File: src/design/rsc_pkg.sv
// ----------------------------------------------------------------------------
// Radix string calculator package
// Shared types, codes and digit helpers.
// ----------------------------------------------------------------------------
package rsc_pkg;

    localparam int WORD_BITS = 32;
    localparam int CNT_BITS  = $clog2(WORD_BITS + 1);

    localparam logic [1:0] CMD_FIRST   = 2'd0;
    localparam logic [1:0] CMD_SECOND  = 2'd1;
    localparam logic [1:0] CMD_COMPUTE = 2'd2;

    localparam logic [1:0] OP_ADD = 2'd0;
    localparam logic [1:0] OP_SUB = 2'd1;
    localparam logic [1:0] OP_MUL = 2'd2;
    localparam logic [1:0] OP_DIV = 2'd3;

    localparam logic [1:0] BASE_BIN = 2'd0;
    localparam logic [1:0] BASE_OCT = 2'd1;
    localparam logic [1:0] BASE_HEX = 2'd2;

    localparam logic [7:0] CH_ZERO  = 8'h30;
    localparam logic [7:0] CH_NINE  = 8'h39;
    localparam logic [7:0] CH_MINUS = 8'h2D;
    localparam logic [7:0] CH_UA    = 8'h41;
    localparam logic [7:0] CH_UF    = 8'h46;

    typedef struct packed {
        logic [1:0] command;
        logic [7:0] char_code;
        logic [1:0] operator_code;
    } in_item_t;

    typedef struct packed {
        logic [7:0] out_char;
        logic       last_char;
        logic       error_flag;
    } out_item_t;

    // controller to datapath
    typedef struct packed {
        logic load_item;   // latch item, take char or start compute setup
        logic calc;        // compute result of add/sub/mul, or finish divide
        logic div_step;    // one restoring divide step
        logic emit_sign;
        logic emit_digit;
    } dp_cmd_t;

    // datapath to controller
    typedef struct packed {
        logic is_compute;
        logic is_div;
        logic error;
        logic res_zero;
        logic res_neg;
        logic div_done;
        logic last_digit;
    } dp_stat_t;

    function automatic logic [2:0] digit_bits(input logic [1:0] base);
        case (base)
            BASE_BIN: digit_bits = 3'd1;
            BASE_OCT: digit_bits = 3'd3;
            default:  digit_bits = 3'd4;
        endcase
    endfunction

    function automatic logic [7:0] digit_char(input logic [3:0] d);
        if (d < 4'd10)
            digit_char = CH_ZERO + {4'd0, d};
        else
            digit_char = CH_UA + {4'd0, d} - 8'd10;
    endfunction

endpackage

File: src/design/rsc_datapath.sv
// ----------------------------------------------------------------------------
// Radix string calculator datapath
// Operand stores, arithmetic, serial divider and digit shifter.
// ----------------------------------------------------------------------------
module rsc_datapath (
    input  logic              clk,
    input  logic              rst_n,
    input  logic [1:0]        base,
    input  rsc_pkg::in_item_t item,
    input  rsc_pkg::dp_cmd_t  cmd,
    output rsc_pkg::dp_stat_t stat,
    output logic [7:0]        digit_out
);
    import rsc_pkg::*;

    logic [WORD_BITS-1:0] first_value_reg, second_value_reg;
    logic first_negative_reg, second_negative_reg;
    logic first_started_reg, second_started_reg, bad_digit_seen_reg;
    logic [WORD_BITS-1:0] a_reg, b_reg;
    logic [1:0] op_reg;
    logic       compute_reg, err_reg, qneg_reg;
    logic [WORD_BITS-1:0] res_reg;
    logic [WORD_BITS-1:0] quo_reg, rem_reg;
    logic [CNT_BITS-1:0]  step_reg;
    logic [WORD_BITS:0]   mag_reg;
    logic [CNT_BITS-1:0]  ndig_reg;
    logic [2:0]           bits_reg;

    logic [2:0]  bits;
    logic [4:0]  dval;
    logic        dok, is_minus;
    logic [WORD_BITS-1:0] a_val, b_val;
    logic [WORD_BITS-1:0] mag_a, mag_b;
    logic [WORD_BITS:0]   rem_shift;
    logic [WORD_BITS:0]   rem_sub;
    logic [WORD_BITS-1:0] r_mag;
    logic [CNT_BITS-1:0]  r_nd;
    logic [3:0]  top_digit;
    logic [3:0]  dmask;

    assign bits = digit_bits(base);
    assign is_minus = (item.char_code == CH_MINUS);

    always_comb
    begin
        dval = 5'd31;
        if (item.char_code >= CH_ZERO && item.char_code <= CH_NINE)
            dval = {1'b0, item.char_code[3:0]};
        else if (item.char_code >= CH_UA && item.char_code <= CH_UF)
            dval = item.char_code[4:0] - 5'd1 + 5'd10;
        dok = (dval < (5'd1 << bits));
    end

    assign a_val = first_negative_reg ? -first_value_reg : first_value_reg;
    assign b_val = second_negative_reg ? -second_value_reg : second_value_reg;
    assign mag_a = a_reg[WORD_BITS-1] ? -a_reg : a_reg;
    assign mag_b = b_reg[WORD_BITS-1] ? -b_reg : b_reg;

    assign rem_shift = {rem_reg, quo_reg[WORD_BITS-1]};
    assign rem_sub   = rem_shift - {1'b0, mag_b};

    assign r_mag = res_reg[WORD_BITS-1] ? -res_reg : res_reg;

    // count digits of r_mag: (highest set bit index + 1) / digit width, rounded up
    always_comb
    begin
        r_nd = '0;
        for (int i = 0; i < WORD_BITS; i++)
            if (r_mag[i])
                r_nd = CNT_BITS'(i);
        case (bits_reg)
            3'd1:    r_nd = r_nd + 1'b1;
            // divide by 3 as multiply by 43/128, exact for these counts
            3'd3:    r_nd = CNT_BITS'(((11'(r_nd) + 11'd3) * 11'd43) >> 7);
            default: r_nd = CNT_BITS'((r_nd >> 2) + 1'b1);
        endcase
    end

    assign dmask = (4'd1 << bits_reg) - 4'd1;
    // top digit sits in the upper bits of the left-aligned shifter; one spare
    // bit on top holds the partial leading octal digit
    assign top_digit = mag_reg[WORD_BITS:WORD_BITS-3] >> (3'd4 - bits_reg);
    assign digit_out = digit_char(top_digit & dmask);

    always_ff @(posedge clk or negedge rst_n)
    begin
        if (!rst_n)
        begin
            first_value_reg     <= '0;
            second_value_reg    <= '0;
            first_negative_reg  <= 1'b0;
            second_negative_reg <= 1'b0;
            first_started_reg   <= 1'b0;
            second_started_reg  <= 1'b0;
            bad_digit_seen_reg  <= 1'b0;
            compute_reg         <= 1'b0;
        end
        else if (cmd.load_item)
        begin
            compute_reg <= (item.command == CMD_COMPUTE);
            case (item.command)
                CMD_FIRST:
                begin
                    first_started_reg <= 1'b1;
                    if (!first_started_reg && is_minus)
                        first_negative_reg <= 1'b1;
                    else if (!dok)
                        bad_digit_seen_reg <= 1'b1;
                    else
                        first_value_reg <= (first_value_reg << bits) |
                                           WORD_BITS'(dval);
                end
                CMD_SECOND:
                begin
                    second_started_reg <= 1'b1;
                    if (!second_started_reg && is_minus)
                        second_negative_reg <= 1'b1;
                    else if (!dok)
                        bad_digit_seen_reg <= 1'b1;
                    else
                        second_value_reg <= (second_value_reg << bits) |
                                            WORD_BITS'(dval);
                end
                CMD_COMPUTE:
                begin
                    first_value_reg     <= '0;
                    second_value_reg    <= '0;
                    first_negative_reg  <= 1'b0;
                    second_negative_reg <= 1'b0;
                    first_started_reg   <= 1'b0;
                    second_started_reg  <= 1'b0;
                    bad_digit_seen_reg  <= 1'b0;
                end
                default:
                begin
                end
            endcase
        end
    end

    always_ff @(posedge clk)
    begin
        if (cmd.load_item)
        begin
            a_reg    <= a_val;
            b_reg    <= b_val;
            op_reg   <= item.operator_code;
            err_reg  <= bad_digit_seen_reg ||
                        (item.operator_code == OP_DIV && b_val == '0);
            bits_reg <= bits;
            quo_reg  <= '0;
            rem_reg  <= '0;
            step_reg <= '0;
        end
        else if (cmd.div_step)
        begin
            if (step_reg == '0)
                quo_reg <= mag_a;
            else
            begin
                if (!rem_sub[WORD_BITS])
                begin
                    rem_reg <= rem_sub[WORD_BITS-1:0];
                    quo_reg <= {quo_reg[WORD_BITS-2:0], 1'b1};
                end
                else
                begin
                    rem_reg <= rem_shift[WORD_BITS-1:0];
                    quo_reg <= {quo_reg[WORD_BITS-2:0], 1'b0};
                end
            end
            step_reg <= step_reg + 1'b1;
            qneg_reg <= a_reg[WORD_BITS-1] ^ b_reg[WORD_BITS-1];
        end
        else if (cmd.calc)
        begin
            case (op_reg)
                OP_ADD:  res_reg <= a_reg + b_reg;
                OP_SUB:  res_reg <= a_reg - b_reg;
                OP_MUL:  res_reg <= a_reg * b_reg;
                default: res_reg <= qneg_reg ? -quo_reg : quo_reg;
            endcase
            step_reg <= '0;
        end
        else if (cmd.emit_sign || (cmd.emit_digit && step_reg == '0))
        begin
            // first pass: left-align magnitude so the top digit is on top
            mag_reg  <= {1'b0, r_mag} <<
                        (WORD_BITS + 1 - 32'(r_nd) * 32'(bits_reg));
            ndig_reg <= r_nd;
            step_reg <= 1'b1;
        end
        else if (cmd.emit_digit)
        begin
            mag_reg  <= mag_reg << bits_reg;
            ndig_reg <= ndig_reg - 1'b1;
        end
    end

    assign stat.is_compute = compute_reg;
    assign stat.is_div     = (op_reg == OP_DIV);
    assign stat.error      = err_reg;
    assign stat.res_zero   = (res_reg == '0);
    assign stat.res_neg    = res_reg[WORD_BITS-1];
    // one load step plus one step per quotient bit
    assign stat.div_done   = (step_reg == CNT_BITS'(WORD_BITS + 1));
    assign stat.last_digit = (ndig_reg == CNT_BITS'(1));

endmodule

File: src/design/rsc_control.sv
// ----------------------------------------------------------------------------
// Radix string calculator controller
// Sequences load, divide, setup and character emission.
// ----------------------------------------------------------------------------
module rsc_control (
    input  logic              clk,
    input  logic              rst_n,
    input  logic              start,
    output logic              busy,
    input  rsc_pkg::dp_stat_t stat,
    output rsc_pkg::dp_cmd_t  cmd,
    output logic              strobe,
    output logic              out_last,
    output logic              out_err,
    output logic              out_sel_digit
);
    import rsc_pkg::*;

    typedef enum logic [7:0] {
        ST_IDLE   = 8'b0000_0001,
        ST_DECIDE = 8'b0000_0010,
        ST_DIV    = 8'b0000_0100,
        ST_CALC   = 8'b0000_1000,
        ST_CHECK  = 8'b0001_0000,
        ST_SETUP  = 8'b0010_0000,
        ST_DIGIT  = 8'b0100_0000,
        ST_SIGN   = 8'b1000_0000
    } state_t;

    state_t state_reg, state_next;

    always_ff @(posedge clk or negedge rst_n)
    begin
        if (!rst_n)
            state_reg <= ST_IDLE;
        else
            state_reg <= state_next;
    end

    always_comb
    begin
        state_next    = state_reg;
        cmd           = '0;
        strobe        = 1'b0;
        out_last      = 1'b0;
        out_err       = 1'b0;
        out_sel_digit = 1'b0;
        busy          = (state_reg != ST_IDLE);
        case (state_reg)
            ST_IDLE:
            begin
                if (start)
                begin
                    cmd.load_item = 1'b1;
                    state_next    = ST_DECIDE;
                end
            end
            ST_DECIDE:
            begin
                if (!stat.is_compute)
                    state_next = ST_IDLE;
                else if (stat.error)
                begin
                    strobe     = 1'b1;
                    out_last   = 1'b1;
                    out_err    = 1'b1;
                    state_next = ST_IDLE;
                end
                else if (stat.is_div)
                    state_next = ST_DIV;
                else
                    state_next = ST_CALC;
            end
            ST_DIV:
            begin
                cmd.div_step = !stat.div_done;
                if (stat.div_done)
                    state_next = ST_CALC;
            end
            ST_CALC:
            begin
                cmd.calc   = 1'b1;
                state_next = ST_CHECK;
            end
            ST_CHECK:
            begin
                if (stat.res_zero)
                begin
                    strobe     = 1'b1;
                    out_last   = 1'b1;
                    state_next = ST_IDLE;
                end
                else if (stat.res_neg)
                begin
                    cmd.emit_sign = 1'b1;
                    strobe        = 1'b1;
                    state_next    = ST_DIGIT;
                end
                else
                begin
                    cmd.emit_digit = 1'b1;
                    state_next     = ST_SETUP;
                end
            end
            ST_SETUP:
                state_next = ST_DIGIT;
            ST_DIGIT:
            begin
                cmd.emit_digit = 1'b1;
                strobe         = 1'b1;
                out_sel_digit  = 1'b1;
                out_last       = stat.last_digit;
                if (stat.last_digit)
                    state_next = ST_IDLE;
            end
            default:
                state_next = ST_IDLE;
        endcase
    end

    assert property (@(posedge clk) disable iff (!rst_n)
        (state_reg == ST_IDLE && start) |=> busy)
        else $error("busy did not rise after start");
    assert property (@(posedge clk) disable iff (!rst_n)
        (strobe && out_err) |-> out_last)
        else $error("error beat is not last");
    assert property (@(posedge clk) disable iff (!rst_n)
        (strobe && out_last) |=> !strobe)
        else $error("beat after last");

endmodule

File: src/design/radix_string_calculator.sv
// ----------------------------------------------------------------------------
// Radix string calculator
// Accumulates two signed operands from ASCII digits and prints the result.
// ----------------------------------------------------------------------------
// After its beat is taken, an operand character keeps busy high through the
// decide state. A compute keeps busy high through decide, calculate and each
// emitted character; a positive nonzero result adds check and setup states
// ahead of its digits; an error result leaves from decide. Divide adds the
// bit-serial restoring divider (a load, one quotient bit a cycle, a hand-off).
// Results appear one beat per cycle with strobe high; the receiver cannot
// stall, so every beat must be taken when shown. Configuration is accepted
// whenever busy is low.
module radix_string_calculator (
    input  logic                clk,
    input  logic                rst_n,
    input  logic                start,
    output logic                busy,
    input  rsc_pkg::in_item_t   item,
    output logic                strobe,
    output rsc_pkg::out_item_t  result,
    input  logic                cfg_valid,
    output logic                cfg_ready,
    input  logic [1:0]          cfg_data
);
    import rsc_pkg::*;

    logic [1:0] base_reg;
    dp_cmd_t    cmd;
    dp_stat_t   stat;
    logic [7:0] digit_ch;
    logic       out_last, out_err, out_sel_digit;

    assign cfg_ready = !busy;

    always_ff @(posedge clk or negedge rst_n)
    begin
        if (!rst_n)
            base_reg <= BASE_HEX;
        else if (cfg_valid && cfg_ready)
            base_reg <= cfg_data;
    end

    rsc_datapath u_dp (
        .clk       (clk),
        .rst_n     (rst_n),
        .base      (base_reg),
        .item      (item),
        .cmd       (cmd),
        .stat      (stat),
        .digit_out (digit_ch)
    );

    rsc_control u_ctl (
        .clk           (clk),
        .rst_n         (rst_n),
        .start         (start),
        .busy          (busy),
        .stat          (stat),
        .cmd           (cmd),
        .strobe        (strobe),
        .out_last      (out_last),
        .out_err       (out_err),
        .out_sel_digit (out_sel_digit)
    );

    always_comb
    begin
        if (out_err)
            result.out_char = 8'd0;
        else if (out_sel_digit)
            result.out_char = digit_ch;
        else if (out_last)
            result.out_char = CH_ZERO;
        else
            result.out_char = CH_MINUS;
        result.last_char  = out_last;
        result.error_flag = out_err;
    end

endmodule

File: config.mk
export PLATFORM = sky130hd
export DESIGN_NAME = radix_string_calculator
export DESIGN_NICKNAME = d
export VERILOG_FILES = /design/src/design/rsc_pkg.sv /design/src/design/rsc_datapath.sv /design/src/design/rsc_control.sv /design/src/design/radix_string_calculator.sv
export SDC_FILE = /design/constraint.sdc
export NUM_CORES = 2
export LEC_CHECK = 0
export BUFFER_PORTS_ARGS = -buffer_cell sky130_fd_sc_hd__buf_2
export CELL_PAD_IN_SITES_DETAIL_PLACEMENT = 1
export CELL_PAD_IN_SITES_GLOBAL_PLACEMENT = 1
export CORE_ASPECT_RATIO = 0.8
export CORE_MARGIN = 1
export CORE_UTILIZATION = 46
export CTS_CLUSTER_DIAMETER = 200
export DETAILED_ROUTE_END_ITERATION = 7
export PLACE_DENSITY_LB_ADDON = 0.1
export SYNTH_ARGS = -nofsm -noshare
export SYNTH_HDL_FRONTEND = slang
export SYNTH_HIERARCHICAL = 1
export SYNTH_SLANG_ARGS = --single-unit
File: constraint.sdc
create_clock -name clk -period 10.3 [get_ports clk]
set_clock_uncertainty 0.2 [all_clocks]
set_input_delay 1.03 -clock clk [delete_from_list [all_inputs] [get_ports clk]]
set_output_delay 1.03 -clock clk [all_outputs]
set_load 0.01 [all_outputs]
==> flow_summary.toml <==
[outcome]
outcome = "finished, violations left"
violations = "setup timing"

[worst_setup_path]
slowest_delay_ns = 0.50
path_max_fanout = 6
worst_ep_required_time_ns = 10.41
critical_path.startpoint_type = "register"
path_buf_inv = 8
path_delay_family = "compound AO/OA/AOI/OAI gates"
rrSetupSlack_ns = -0.14
cp-end-kind = "register"
crit_path_frequent_cell = "ha_4"
critical_path_class = "register to register"
crit_arrival_ns = 10.55
slowest_stage = "or4b_4"

[finish]
design_area_mm2 = 0.0468
diodes = 0
nets = 5739
layout_common_cells = "nand2_1, inv_1, fa_1"
layout_commonest_cell = "nand2_1"
drive_gt1_frac = 0.124
synthToLayoutAreaGrowth_pct = 11.9
largest_register_ffs = 33
fill_cells = 10600

[route]
drtIter0Drc = 2497
num_vias = 36200
drt_wl_total_um = 141000
drcViolationCount = 0
wire_per_inst_um = 22.5
drt_pass1_iterations = 5
drt.antenna.violating_nets = 0
detail_route.vias_per_cell = 5.77

[placed_design]
port_buffers = 29
gp_congestion = 0.918
hpwl_um = 108000
dpl-instance-area_mm2 = 0.0445

[synth]
synth_cell_types = 105
synth.avg_cell_area_um2 = 8.41
synth-edff-count = 142
ys.flop_type = "edfxtp_1"
yosysSeqAreaShare = 0.183
synth_seq_cells = 291
synth_cells = 4977
yosysWarningCount = 6
synth_area_mm2 = 0.0419
postSynth.asyncResetShare = 0.271

[clock_tree]
clkSlewWorstSetupHoldPaths_ns = 0.06
htree_levels = 2
holdBufCountCts = 0
cts_root_buf = "clkbuf_16"
cts_made_buffers = 35
cts_tree = "built"
cts.sinks = 291
cts_buffer_depth = 3
clock_latency_ns = 0.59

[global_route]
antenna_found_initial = 2
grt_usage = 0.307
grt_pass1_wl_um = 222000
grt_max_degree = 157
grt_pass1_vias = 37700
gr-total-overflow = 0

[flow_run]
maxCapViolations = 0

[sta]
post-route-period-util = 1.01
fin_crit_ns = 10.44
setup_viol = 20
timing.hold.ws_ns = 0.210
worst_slack_ns = -0.143
fmax_mhz = 95.8
worst_pin_slew_ns = 1.26
relSlewSlack = 0.157
drv_slew = 0
hold_viol_final = 0
rsz0062_at_grt = "yes"

[hold_path]
min_path_type = "input port to asynchronous set/reset pin"

[die]
start_util = 0.466
rows = 98
die_area_mm2 = 0.0922
pin_count = 31
die_y_um = 272
core_mm2 = 0.0898
fp.dieW_um = 339
[through the flow]
stage,setup TNS [ns],worst slack [ns],util,std cells
floorplan,0,0.0418,-,4979
global placement,-19.80,-0.773,0.496,6165
detailed placement,-29.43,-1.09,0.496,6165
CTS,-0.431,-0.0779,0.515,6254
global route,-14.60,-0.580,0.522,6270
finish,-1.23,-0.143,0.522,6270
[kinds of logic after synthesis]
kind of cell / Yosys count / share of synthesized area
xor gates and xnor gates: 384 / 0.0803
other: 2 / 0.000179
AOI/OAI and AO/OA: 856 / 0.135
adders and majority gates: 678 / 0.278
and+or+nand+nor: 1604 / 0.179
DFF: 291 / 0.183
muxes: 218 / 0.0582
buffers and inverters: 944 / 0.0867
[area by class of cell]
cell class                 count  area, um^2  share of cell area
multi-input combinational   3745       31500               0.672
sequential                   291        7650               0.163
timing repair buffer         376        2870              0.0613
inverter                     594        2230              0.0476
tap                         1200        1500              0.0321
clock buffer                  44         910              0.0194
clock inverter                20         188             0.00401
[per-layer routing]
| metal | GRT usage | vias to the layer above | share of wire |
|---|---|---|---|
| met5 | 0 | - | 0 |
| met4 | 0.0736 | 0 | 0.023 |
| met3 | 0.0433 | 156 | 0.060 |
| met2 | 0.480 | 868 | 0.45 |
| met1 | 0.447 | 18500 | 0.47 |
| li1 | - | 16600 | - |
[synth_stat cells, types with 19 or more instances]
master    count  area [um^2]
a211oi_1     19          143
a21o_1       37          278
a21oi_1     199          996
a311oi_1     28          245
and2_1      177         1110
buf_1        39          146
clkbuf_1    288         1080
dfrtp_1      77         1930
dfxtp_1      70         1400
edfxtp_1    142         4260
fa_1        419         8390
ha_1        259         3240
inv_1       593         2230
mux2i_1     181         1810
nand2_1     767         2880
nand2b_1     41          257
nand3_1      48          240
nor2_1      267         1000
nor2b_1      41          257
nor3_1       63          315
nor4_1       21          131
o211ai_1     49          368
o21a_1       22          165
o21ai_0     209         1050
o31ai_1     117          878
o41ai_1      22          193
or3_1        55          344
or4_1        36          270
xnor2_1     208         1820
xor2_1      176         1540
[worst paths after layout]
kind | endpoint | start | depth (start not counted)
max | u_dp/mag_reg[25] | u_dp/res_reg[0] | 53
min | u_dp/first_value_reg[2] | rst_n | 1
max reg2reg | u_dp/mag_reg[25] | u_dp/res_reg[0] | 53
min reg2reg | u_dp/rem_reg[18] | u_dp/rem_reg[18] | 2
max in group asynchronous | base_reg[0] | rst_n | 2
min in group clk | u_dp/rem_reg[18] | u_dp/rem_reg[18] | 2
[what timing repair did]
item | in CTS | in global routing
cloned | 1 | 0
setup endpoints to repair | 33 | 33
setup buffers | 27 | 22
gates resized for setup | 79 | 111
pin swaps | 57 | 61
Power is left out: the tool's default activity adds up to more than one toggle a clock period on the data nets, which glitch-free logic cannot reach.
